--- config.mk ---
export PLATFORM = sky130hd
export DESIGN_NAME = amesc_ctrl
export DESIGN_NICKNAME = d
export VERILOG_FILES = /design/src/hw/rtl/amesc_pkg.sv /design/src/hw/rtl/amesc_ctrl.sv
export SDC_FILE = /design/constraint.sdc
export NUM_CORES = 1
export LEC_CHECK = 0
export BUFFER_PORTS_ARGS = -buffer_cell sky130_fd_sc_hd__buf_2
export CAP_MARGIN = 20
export CORE_UTILIZATION = 49
export CTS_CLUSTER_SIZE = 10
export DETAILED_ROUTE_END_ITERATION = 16
export PLACE_DENSITY = 0.85
export SLEW_MARGIN = 0
export SYNTH_ARGS = -nofsm -noshare
export SYNTH_HDL_FRONTEND = slang
export SYNTH_SLANG_ARGS = --single-unit
--- constraint.sdc ---
create_clock -name i_clk -period 5.8 [get_ports i_clk]
set_clock_uncertainty 0.1 [all_clocks]
set_input_delay 0.58 -clock i_clk [delete_from_list [all_inputs] [get_ports i_clk]]
set_output_delay 0.58 -clock i_clk [all_outputs]
set_load 0.01 [all_outputs]
--- src/hw/rtl/amesc_pkg.sv ---
package amesc_pkg;

    localparam int OP_W           = 3;
    localparam int VID_W          = 4;
    localparam int WGT_W          = 32;
    localparam int VCNT_W         = 5;
    localparam int DEF_MAX_VERTEX = 16;

    localparam logic [VCNT_W-1:0] VCNT_RESET = 5'd16;

    localparam logic [OP_W-1:0] OP_SET      = 3'd0;
    localparam logic [OP_W-1:0] OP_REMOVE   = 3'd1;
    localparam logic [OP_W-1:0] OP_SCAN_ALL = 3'd2;
    localparam logic [OP_W-1:0] OP_SCAN_SRC = 3'd3;
    localparam logic [OP_W-1:0] OP_NEXT     = 3'd4;
    localparam logic [OP_W-1:0] OP_READ     = 3'd5;

    typedef struct packed {
        logic                    found;
        logic [VID_W-1:0]        edge_src;
        logic [VID_W-1:0]        edge_dst;
        logic signed [WGT_W-1:0] edge_weight;
        logic                    ignored;
    } t_result;

endpackage

--- src/hw/rtl/amesc_ctrl.sv ---
module amesc_ctrl #(
    parameter int MAX_VERTEX = amesc_pkg::DEF_MAX_VERTEX
) (
    input  logic                                      i_clk,
    input  logic                                      i_rst_n,
    input  logic                                      i_start,
    input  logic [amesc_pkg::OP_W-1:0]                i_op,
    input  logic [amesc_pkg::VID_W-1:0]               i_src,
    input  logic [amesc_pkg::VID_W-1:0]               i_dst,
    input  logic signed [amesc_pkg::WGT_W-1:0]        i_weight,
    input  logic [amesc_pkg::VCNT_W-1:0]              i_vcount,
    output logic                                      o_busy,
    output logic                                      o_res_valid,
    output amesc_pkg::t_result                        o_res,
    output logic                                      o_we,
    output logic [$clog2(MAX_VERTEX*MAX_VERTEX)-1:0]  o_waddr,
    output logic [amesc_pkg::WGT_W-1:0]               o_wdata,
    output logic [$clog2(MAX_VERTEX*MAX_VERTEX)-1:0]  o_raddr,
    input  logic [amesc_pkg::WGT_W-1:0]               i_rdata
);

    import amesc_pkg::*;

    localparam int DEPTH = MAX_VERTEX * MAX_VERTEX;
    localparam int AW    = $clog2(DEPTH);
    localparam int VW    = $clog2(MAX_VERTEX + 1);
    localparam int RW    = (VW > VID_W) ? VW : VID_W;

    localparam logic [1:0] S_CLEAR = 2'd0;
    localparam logic [1:0] S_IDLE  = 2'd1;
    localparam logic [1:0] S_SCAN  = 2'd2;
    localparam logic [1:0] S_READ  = 2'd3;

    logic [1:0]    r_state, n_state;
    logic          r_active, n_active;
    logic          r_kind, n_kind;
    logic [RW-1:0] r_row, n_row;
    logic [VW-1:0] r_col, n_col;
    logic          r_pend, n_pend;
    logic [RW-1:0] r_prow, n_prow;
    logic [VW-1:0] r_pcol, n_pcol;
    logic [AW-1:0] r_clr, n_clr;
    logic          r_res_valid, n_res_valid;
    t_result       r_res, n_res;

    logic [VW-1:0] w_n;
    logic [AW-1:0] w_addr_rc;
    logic [AW-1:0] w_addr_sd;
    logic          w_in_store;
    logic          w_hit;
    logic          w_exhausted;
    logic          w_wrap;

    always_comb begin
        if (i_vcount == '0) begin
            w_n = VW'(1);
        end else if (int'(i_vcount) > MAX_VERTEX) begin
            w_n = VW'(MAX_VERTEX);
        end else begin
            w_n = VW'(i_vcount);
        end
    end

    assign w_addr_rc   = AW'(r_row) * AW'(MAX_VERTEX) + AW'(r_col);
    assign w_addr_sd   = AW'(i_src) * AW'(MAX_VERTEX) + AW'(i_dst);
    assign w_in_store  = (int'(i_src) < MAX_VERTEX) && (int'(i_dst) < MAX_VERTEX);
    assign w_hit       = r_pend && (i_rdata != '0);
    assign w_exhausted = (r_row >= RW'(w_n)) || (r_kind && (r_col >= w_n));
    assign w_wrap      = !r_kind && (r_col >= w_n);

    always_comb begin
        n_state     = r_state;
        n_active    = r_active;
        n_kind      = r_kind;
        n_row       = r_row;
        n_col       = r_col;
        n_pend      = r_pend;
        n_prow      = r_prow;
        n_pcol      = r_pcol;
        n_clr       = r_clr;
        n_res_valid = 1'b0;
        n_res       = '0;
        o_we        = 1'b0;
        o_waddr     = w_addr_sd;
        o_wdata     = '0;
        o_raddr     = w_addr_sd;

        unique case (r_state)
            S_CLEAR: begin
                o_we    = 1'b1;
                o_waddr = r_clr;
                n_clr   = r_clr + AW'(1);
                if (r_clr == AW'(DEPTH - 1)) begin
                    n_state = S_IDLE;
                end
            end
            S_IDLE: begin
                if (i_start) begin
                    n_res_valid = 1'b1;
                    unique case (i_op)
                        OP_SET, OP_REMOVE: begin
                            if (r_active) begin
                                n_res.ignored = 1'b1;
                            end else if (w_in_store) begin
                                o_we    = 1'b1;
                                o_wdata = (i_op == OP_SET) ? i_weight : '0;
                            end
                        end
                        OP_SCAN_ALL: begin
                            n_active = 1'b1;
                            n_kind   = 1'b0;
                            n_row    = '0;
                            n_col    = '0;
                        end
                        OP_SCAN_SRC: begin
                            n_active = 1'b1;
                            n_kind   = 1'b1;
                            n_row    = RW'(i_src);
                            n_col    = '0;
                        end
                        OP_NEXT: begin
                            if (r_active) begin
                                n_res_valid = 1'b0;
                                n_pend      = 1'b0;
                                n_state     = S_SCAN;
                            end
                        end
                        OP_READ: begin
                            if (w_in_store) begin
                                n_res_valid = 1'b0;
                                n_state     = S_READ;
                            end
                        end
                        default: begin
                        end
                    endcase
                end
            end
            S_SCAN: begin
                o_raddr = w_addr_rc;
                if (w_hit) begin
                    n_res_valid       = 1'b1;
                    n_res.found       = 1'b1;
                    n_res.edge_src    = VID_W'(r_prow);
                    n_res.edge_dst    = VID_W'(r_pcol);
                    n_res.edge_weight = i_rdata;
                    n_row             = r_prow;
                    n_col             = r_pcol + VW'(1);
                    n_state           = S_IDLE;
                end else if (w_exhausted) begin
                    n_res_valid = 1'b1;
                    n_active    = 1'b0;
                    n_kind      = 1'b0;
                    n_row       = '0;
                    n_col       = '0;
                    n_state     = S_IDLE;
                end else if (w_wrap) begin
                    n_row  = r_row + RW'(1);
                    n_col  = '0;
                    n_pend = 1'b0;
                end else begin
                    n_pend = 1'b1;
                    n_prow = r_row;
                    n_pcol = r_col;
                    n_col  = r_col + VW'(1);
                end
            end
            S_READ: begin
                n_res_valid       = 1'b1;
                n_res.edge_weight = i_rdata;
                n_state           = S_IDLE;
            end
        endcase
    end

    always_ff @(posedge i_clk) begin
        if (!i_rst_n) begin
            r_state     <= S_CLEAR;
            r_active    <= 1'b0;
            r_kind      <= 1'b0;
            r_row       <= '0;
            r_col       <= '0;
            r_pend      <= 1'b0;
            r_clr       <= '0;
            r_res_valid <= 1'b0;
        end else begin
            r_state     <= n_state;
            r_active    <= n_active;
            r_kind      <= n_kind;
            r_row       <= n_row;
            r_col       <= n_col;
            r_pend      <= n_pend;
            r_clr       <= n_clr;
            r_res_valid <= n_res_valid;
        end
    end

    always_ff @(posedge i_clk) begin
        r_prow <= n_prow;
        r_pcol <= n_pcol;
        r_res  <= n_res;
    end

    assign o_busy      = (r_state != S_IDLE);
    assign o_res_valid = r_res_valid;
    assign o_res       = r_res;

endmodule

==> results of run 1 <==
critical path, stage by stage (launching register included):
cell and delay [ns]:
dfxtp_1 0.51, nand2b_4 0.12, or2_4 0.27, nor4b_2 0.23, buf_4 0.29, and2_1 0.16
buf_2 0.15
stage by stage:
stage / hold slack, ns / std cells / util (%) / area, µm² / power [W]
after CTS: 0.337 / 647 / 68.3 / 4690 / 0.00105
after global routing: 0.335 / 647 / 68.3 / 4690 / 0.00108
after global placement: 0.394 / 631 / 65.2 / 4480 / 0.000639
after detailed placement: 0.394 / 631 / 65.2 / 4480 / 0.000642
final: 0.354 / 647 / 68.3 / 4690 / 0.00104
after floorplan: 0.356 / 371 / - / 3530 / 0.000592
power by group:
part           switching, W   total, W  internal (W)
Combinational     0.0000461  0.0000900     0.0000439
Clock              0.000201   0.000411      0.000211
Sequential       0.00000572   0.000541      0.000535
path summary, 6_finish.rpt:
path,from,end,slack [ns]
setup / recovery,r_state[0],o_wdata[28],3.05
hold / removal,i_rdata[14],o_res[15],0.35
setup reg to reg,r_col[0],r_row[2],3.23
hold reg to reg,r_active,o_res[0],0.41
cells by family after synthesis:
family,after synthesis,synth area share (%)
muxes,8,2.55
xor gates and xnor gates,12,2.98
AOI/OAI and AO/OA,58,11.8
adders and majority gates,16,5.67
and+or+nand+nor,177,28.1
buffers and inverters,24,2.87
DFF,76,45.9
cell type report:
| cell class | count | share of cell area (%) |
|---|---|---|
| timing repair buffer | 177 | 19.0 |
| sequential | 76 | 34.5 |
| tap | 96 | 2.56 |
| clock buffer | 11 | 3.70 |
| inverter | 11 | 0.880 |
| multi-input combinational | 271 | 38.5 |
| clock inverter | 5 | 0.853 |
routing by layer:
metal  global-route usage [%]  wire length (µm)
met5                        0                 0
met4                     12.6               286
met3                     6.26               715
met2                     45.1              4620
met1                     29.9              4050
layout by cell type, fill, tap and decap left out, types with 9 or more instances in the layout:
cell	count
a21oi_1	12
and2_1	65
and3_1	9
buf_2	175
clkbuf_8	9
dfxtp_1	66
edfxtp_1	10
ha_1	16
inv_1	11
nand2_1	36
nand3_1	10
nor2_1	22
nor4_1	9
o21ai_0	14
sequential cells by signal, indices dropped and copies added, names as in the netlist, 2 cells and up:
signal / cells
o_res: 42
r_clr: 8
r_col: 5
r_pcol: 5
r_prow: 5
r_row: 5
r_state: 2
cell usage after synthesis (all sizes together) (5+ instances only):
cell and instances:
and2 65, edfxtp 10, a21oi 12, dfxtp 66, o21ai 16, a31oi 6
nand4 5, xor2 8, o21a 5, clkbuf 11, nand2 36, nand3 10
nor4 10, inv 11, mux2 8, and3 9, nor3 8, nor2 23
ha 16
==> key figures, run 1 <==
Run status
  – Status: finished, final reports clean

Global route
  – Initial antenna violation count: 0
  – Global-route wire length before repair: 14800 µm
  – Vias in the first global route: 3149
  – Gr usage total: 26.0%
  – Pin count of the biggest net entering global routing: 34
  – Total global routing overflow: 0

Timing
  – Worst slew pin tran: 0.938 ns
  – Final Hold Vio Count: 0
  – Crit path time final: 2.75 ns
  – Final Cycle Share: 47.5%
  – Setup_tns: 0 ns
  – Slew Viols, Final: 0
  – RSZ-0062 raised after global routing: no
  – Worst setup margin: 3.05 ns
  – Fmax: 363 MHz
  – Final setup vio count: 0
  – Slew headroom: 37.2%

Route
  – Post-route ant nets: 0
  – Wirelength per Cell: 15.0 µm
  – DRC marker count from the first detailed-route iteration: 163
  – WL final: 9670 µm
  – Vias per inst: 5.22
  – Vias: 3377
  – Residual DRC: 0
  – DRT Pass-1 Iters: 5

Die
  – # rows: 30
  – Die X: 86.9 µm
  – DIE AREA: 0.00755 mm²
  – Die H: 86.9 µm
  – IO Count: 176
  – Starting Density: 51.4%
  – Core Area: 0.00687 mm²

Logic synthesis
  – Synthesized flop and latch total: 76
  – Synth top area cells: dfxtp_1, and2_1, edfxtp_1
  – Yosys Warn Count: 0
  – Syn nets: 470
  – Post-synth EDFFs: 10
  – Seq/Total Area, Yosys: 45.9%
  – Cell count after synthesis: 371
  – Top-area cell type share of the netlist area: 37.4%
  – Async SR Flop Fraction: 0%
  – Ys flop type: dfxtp_1
  – Mapped Avg Cell Area: 9.51 µm²
  – Cell Area, Synth: 0.00353 mm²
  – Netlist cell types: 49
  – Area leader, netlist: dfxtp_1

Critical path
  – Critical path endpoint category: primary output
  – Critical path arrival: 2.07 ns
  – R2R depth: 10
  – CP Class: flip-flop to primary output
  – Critical path required time: 5.12 ns
  – Worst setup SP type: flip-flop
  – Critical-path maximum fanout: 32

Clock tree
  – Resized Gates After CTS: 0
  – Worst skew pair latency: 0.35 ns
  – H-tree levels: 3
  – Root buf cell: clkbuf_8
  – Clock buffer depth: 2
  – CTS buffer count: 9
  – Hold-fix buffers at CTS: 0
  – Num Clock Sinks: 76
  – Post-CTS Setup Repair Bufs: 0
  – Worst-path clk slew: 0.08 ns
  – CTS tree: built

Place
  – Dpl hpwl: 7470 µm
  – PortBufs: 175
  – Place WS: 2.81 ns
  – Placer Congestion: 0.871

Power
  – Static leakage: 2.36 nW
  – VDD IR max: 0.119 mV
  – PwrDens: 222 mW/mm²

Min path
  – Worst hold stages: 2
  – Hold Crit Class: primary input to flip-flop

Finish
  – Layout Nets: 645
  – ANT cells: 0
  – Area growth from synthesis to final layout: 33.0%
  – Storage element area: 0.00162 mm²
  – Multi-input gate area: 0.00181 mm²
  – Number of fill cells: 565
  – Share of cells above drive strength 1: 39.2%

Run
  – Max-cap violations: 0
Power figures use the tool's default switching activity.
==> run 2, diff against run 1 <==
CORE_UTILIZATION = 46   (was 49)
PLACE_DENSITY = 0.8   (was 0.85)
clock period = 2.9 ns   (was 5.8 ns; I/O delays follow)
==> key figures, run 2 (synthesis gave the netlist of run 1 again) <==
Clock tree
  – H-tree levels: 3
  – Hold-fix buffers at CTS: 0
  – Worst-path clk slew: 0.08 ns
  – Worst skew pair latency: 0.35 ns
  – Post-CTS Setup Repair Bufs: 0
  – Root buf cell: clkbuf_8
  – Num Clock Sinks: 76
  – Clock buffer depth: 2
  – Resized Gates After CTS: 0
  – CTS buffer count: 9
  – CTS tree: built

Critical path
  – Critical path endpoint category: primary output
  – CP Class: flip-flop to primary output
  – Worst path top cell family by delay: simple AND/OR/NAND/NOR gates
  – Max incr delay on CP: 0.52 ns
  – Crit. Startpoint: r_state[0]
  – Stages on worst setup path: 6
  – Worst r2r dst: r_row[3]
  – Critical path required time: 2.51 ns
  – R2R depth: 8
  – Max stage delay cell, worst path: dfxtp_1
  – FF-to-FF setup slack: 0.44 ns
  – Buf+Inv Stages, Crit Path: 2
  – CP cell instances: nand2b_4 -> or2_4 -> nor4b_2 -> buf_4 -> and2_1 -> buf_2
  – Worst setup SP type: flip-flop
  – Critical path arrival: 2.08 ns
  – Critical-path maximum fanout: 32
  – RR Startpoint: r_row[0]
  – Crit path to: o_wdata[25]

Finish
  – Max reg flops: 42
  – Share of cells above drive strength 1: 39.4%
  – Number of fill cells: 629
  – Finished Layout Cells: 653
  – Layout Nets: 647
  – Fin area: 0.00468 mm²
  – Commonest cells after routing, fill and taps aside: buf_2, dfxtp_1, and2_1
  – Area growth from synthesis to final layout: 32.7%
  – Most common cell after layout, fill and taps aside: buf_2

Place
  – Placed Cells: 636
  – Place WS: 0.247 ns
  – PortBufs: 175
  – Placer Congestion: 0.830
  – Post-Place Cell Area: 0.00450 mm²
  – Dpl hpwl: 7430 µm

Die
  – # rows: 31
  – IO Count: 176
  – Die X: 89.6 µm
  – Starting Density: 48.1%
  – Core Area: 0.00733 mm²
  – Die H: 89.6 µm
  – DIE AREA: 0.00803 mm²

Power
  – PwrDens: 432 mW/mm²
  – Int Pwr: 0.00150 W
  – Static leakage: 2.36 nW
  – Comb power frac: 9.1%
  – Switching power: 0.000523 W
  – Total power: 0.00202 W
  – Sequential share of power: 53.4%
  – Net Sw Frac: 25.9%
  – VDD IR max: 0.245 mV
  – Power share of the clock group: 37.5%

Route
  – Vias per inst: 5.08
  – DRT Pass-1 Iters: 6
  – WL final: 9650 µm
  – Post-route ant nets: 0
  – Vias: 3314
  – Residual DRC: 0
  – DRC marker count from the first detailed-route iteration: 153
  – Wirelength per Cell: 14.8 µm

Run
  – Max-cap violations: 0

Timing
  – Crit path time final: 2.47 ns
  – RSZ-0062 raised after global routing: no
  – Slew headroom: 46.0%
  – Setup_tns: 0 ns
  – Worst slew pin tran: 0.811 ns
  – Fmax: 406 MHz
  – Final setup vio count: 0
  – Slew Viols, Final: 0
  – Final Cycle Share: 85.0%
  – Worst setup margin: 0.434 ns
  – Final Hold Vio Count: 0

Global route
  – Pin count of the biggest net entering global routing: 34
  – Initial antenna violation count: 1
  – Vias in the first global route: 2967
  – Gr usage total: 24.4%
  – Total global routing overflow: 0
  – Global-route wire length before repair: 14700 µm

Run status
  – Status: finished, final reports clean

Min path
  – Hold Crit Class: primary input to flip-flop
-- run 2: changes by cell type in the layout (fill, tap and decap cells not counted), sizes merged --
cell      change
buf           +2
diode         +1
clkinvlp      +1
inv           +2
clkinv        -2
clkbuf        -1
-- run 2: layout make-up --
class / instances / area, µm² / area share (%)
Sequential cell: 76 / 1620 / 34.6
Antenna cell: 1 / 2.50 / 0.0534
Inverter: 11 / 41.3 / 0.881
Timing Repair Buffer: 179 / 906 / 19.3
Clock buffer: 10 / 138 / 2.94
Multi-Input combinational cell: 271 / 1810 / 38.6
Clock inverter: 6 / 45.0 / 0.962
Tap cell: 99 / 124 / 2.64
-- run 2: per-layer routing --
metal | vias to the layer above | wire length (µm) | GRT usage, % | share of wire [%]
met5 | - | 0 | 0 | 0
met2 | 155 | 4300 | 38.8 | 45
met4 | 0 | 155 | 8.80 | 1.6
met3 | 15 | 865 | 7.13 | 9.0
met1 | 1496 | 4330 | 31.7 | 45
li1 | 1648 | - | - | -
-- run 2: power groups by stage --
stage / combinational (W) / clock [W] / sequential, W
after detailed placement: 0.000181 / 0 / 0.00111
after global routing: 0.000204 / 0.000818 / 0.00108
final: 0.000183 / 0.000759 / 0.00108
after global placement: 0.000178 / 0 / 0.00110
after CTS: 0.000183 / 0.000769 / 0.00108
after floorplan: 0.0000815 / 0 / 0.00110
-- run 2: per-stage QoR --
step           hold slack, ns  utilization [%]
3_5_place_dp            0.391             61.4
3_3_place_gp            0.381             61.4
5_1_grt                0.0357             63.9
6_report               0.0610             63.9
2_1_floorplan           0.267                -
4_1_cts                0.0439             63.9
-- run 2: worst min-delay path by stage --
stage / startpoint / to / slack [ns] / cells past startpoint
3_5_place_dp: r_clr[6] / r_clr[6] / 0.39 / 2
2_1_floorplan: i_op[2] / o_res[0] / 0.27 / 1
4_1_cts: i_rdata[3] / o_res[4] / 0.04 / 2
6_report: i_rdata[24] / o_res[25] / 0.06 / 2
3_3_place_gp: r_clr[6] / r_clr[6] / 0.38 / 2
5_1_grt: i_rdata[31] / o_res[32] / 0.04 / 2
==> run 3, diff against run 2 <==
CELL_PAD_IN_SITES_DETAIL_PLACEMENT = 2   (was not set)
CELL_PAD_IN_SITES_GLOBAL_PLACEMENT = 2   (was not set)
CORE_UTILIZATION = 26   (was 46)
CTS_BUF_LIST = sky130_fd_sc_hd__clkbuf_16   (was not set)
PLACE_DENSITY = 0.87   (was 0.8)
==> key figures, run 3 (synthesis gave the netlist of run 1 again) <==
Run status
  – Status: finished, final reports clean

Timing
  – Fmax: 376 MHz
  – Final hold slack: 0.0745 ns
  – RSZ-0062 raised after global routing: no
  – Worst slew pin tran: 0.690 ns
  – Final Hold Vio Count: 0
  – Slew Viols, Final: 0
  – Crit path time final: 2.66 ns
  – Slew headroom: 53.6%
  – Final setup vio count: 0
  – Final Cycle Share: 91.8%
  – Setup_tns: 0 ns

Die
  – Die H: 119 µm
  – Core Area: 0.0132 mm²
  – # rows: 42
  – IO Count: 176
  – DIE AREA: 0.0140 mm²
  – Starting Density: 26.7%
  – Die X: 119 µm

Power
  – Static leakage: 2.43 nW
  – VDD IR max: 0.241 mV
  – PwrDens: 492 mW/mm²

Clock tree
  – Hold-fix buffers at CTS: 0
  – Worst-path clk slew: 0.06 ns
  – Clock buffer depth: 2
  – Root buf cell: clkbuf_16
  – Worst skew pair latency: 0.33 ns
  – Num Clock Sinks: 76
  – Post-CTS Setup Repair Bufs: 0
  – Resized Gates After CTS: 0
  – CTS tree: built
  – CTS buffer count: 9
  – H-tree levels: 3

Finish
  – Fin area: 0.00494 mm²
  – Max reg flops: 42
  – Share of cells above drive strength 1: 39.5%
  – Layout Nets: 648
  – Number of fill cells: 1508
  – Finished Layout Cells: 730
  – ANT cells: 0
  – Commonest cells after routing, fill and taps aside: buf_2, dfxtp_1, and2_1
  – Area growth from synthesis to final layout: 39.9%
  – Most common cell after layout, fill and taps aside: buf_2

Global route
  – Pin count of the biggest net entering global routing: 33
  – Global-route wire length before repair: 20000 µm
  – Total global routing overflow: 0
  – Vias in the first global route: 3796
  – Initial antenna violation count: 0
  – Gr usage total: 18.5%

Critical path
  – Critical path arrival: 2.77 ns
  – Critical path endpoint category: flip-flop
  – Critical-path maximum fanout: 20
  – Worst setup SP type: flip-flop
  – R2R depth: 10
  – Critical path required time: 3.01 ns
  – CP Class: flip-flop to flip-flop

Run
  – Max-cap violations: 0

Route
  – Post-route ant nets: 0
  – Vias: 3473
  – DRC marker count from the first detailed-route iteration: 177
  – DRT Pass-1 Iters: 4
  – Residual DRC: 0
  – WL final: 12800 µm
  – Wirelength per Cell: 17.5 µm
  – Vias per inst: 4.76

Place
  – Dpl hpwl: 10200 µm
  – Placed Cells: 714
  – Placer Congestion: 0.882
  – Post-Place Cell Area: 0.00462 mm²
  – PortBufs: 175

Min path
  – Hold Crit Class: primary input to flip-flop
  – Worst hold stages: 2
[run 3: cell count changes in the layout (fill, tap and decap cells not counted)]
cell        previous run  this run
nor4b_2                1         0
diode_2                1         0
inv_6                  2         1
nor4b_4                0         1
clkbuf_8              10         0
buf_12                 0         1
clkbuf_16              0        11
clkinvlp_4             1         2
clkinv_2               1         0
[run 3: area by class of cell]
cell class | count | area [µm²] | area share [%]
Multi-Input combinational cell | 271 | 1820 | 36.8
Inverter | 11 | 41.3 | 0.836
Clock buffer | 11 | 275 | 5.57
Sequential cell | 76 | 1620 | 32.8
Clock inverter | 5 | 38.8 | 0.785
Timing Repair Buffer | 180 | 926 | 18.7
Tap cell | 176 | 220 | 4.46
[run 3: path summary, 6_finish.rpt]
path,from,endpoint,slack [ns]
worst max-delay path,r_row[0],r_row[0],0.24
worst max register to register,r_row[0],r_row[0],0.24
worst min-delay path,i_rdata[3],o_res[4],0.07
worst min register to register,r_prow[1],o_res[38],0.42
[run 3: critical path, cell delays in order, from the launching register on]
cell and delay [ns]:
dfxtp_1 0.47, inv_1 0.13, ha_1 0.30, nor2b_1 0.11, o21ai_1 0.10, a311o_1 0.44
nor3_2 0.23, buf_12 0.21, nor2_1 0.11, o21ai_0 0.28, a21oi_1 0.08
[run 3: report_power, final]
group / internal (W) / switching, W
logic: 0.0000897 / 0.000104
registers: 0.00107 / 0.0000118
clock network: 0.000689 / 0.000463
[run 3: routing by layer]
layer | GRT usage [%] | routed length [µm]
met2 | 34.9 | 6560
met4 | 6.17 | 128
met3 | 4.44 | 854
met5 | 0 | 0
met1 | 20.0 | 5220
[run 3: through the flow]
stage / power, W / worst slack, ns / utilization, %
floorplan: 0.00118 / 0.575 / -
global placement: 0.00129 / 0.324 / 34.9
detailed placement: 0.00130 / 0.194 / 34.9
CTS: 0.00246 / 0.202 / 37.3
global route: 0.00252 / 0.00820 / 37.3
finish: 0.00243 / 0.238 / 37.3
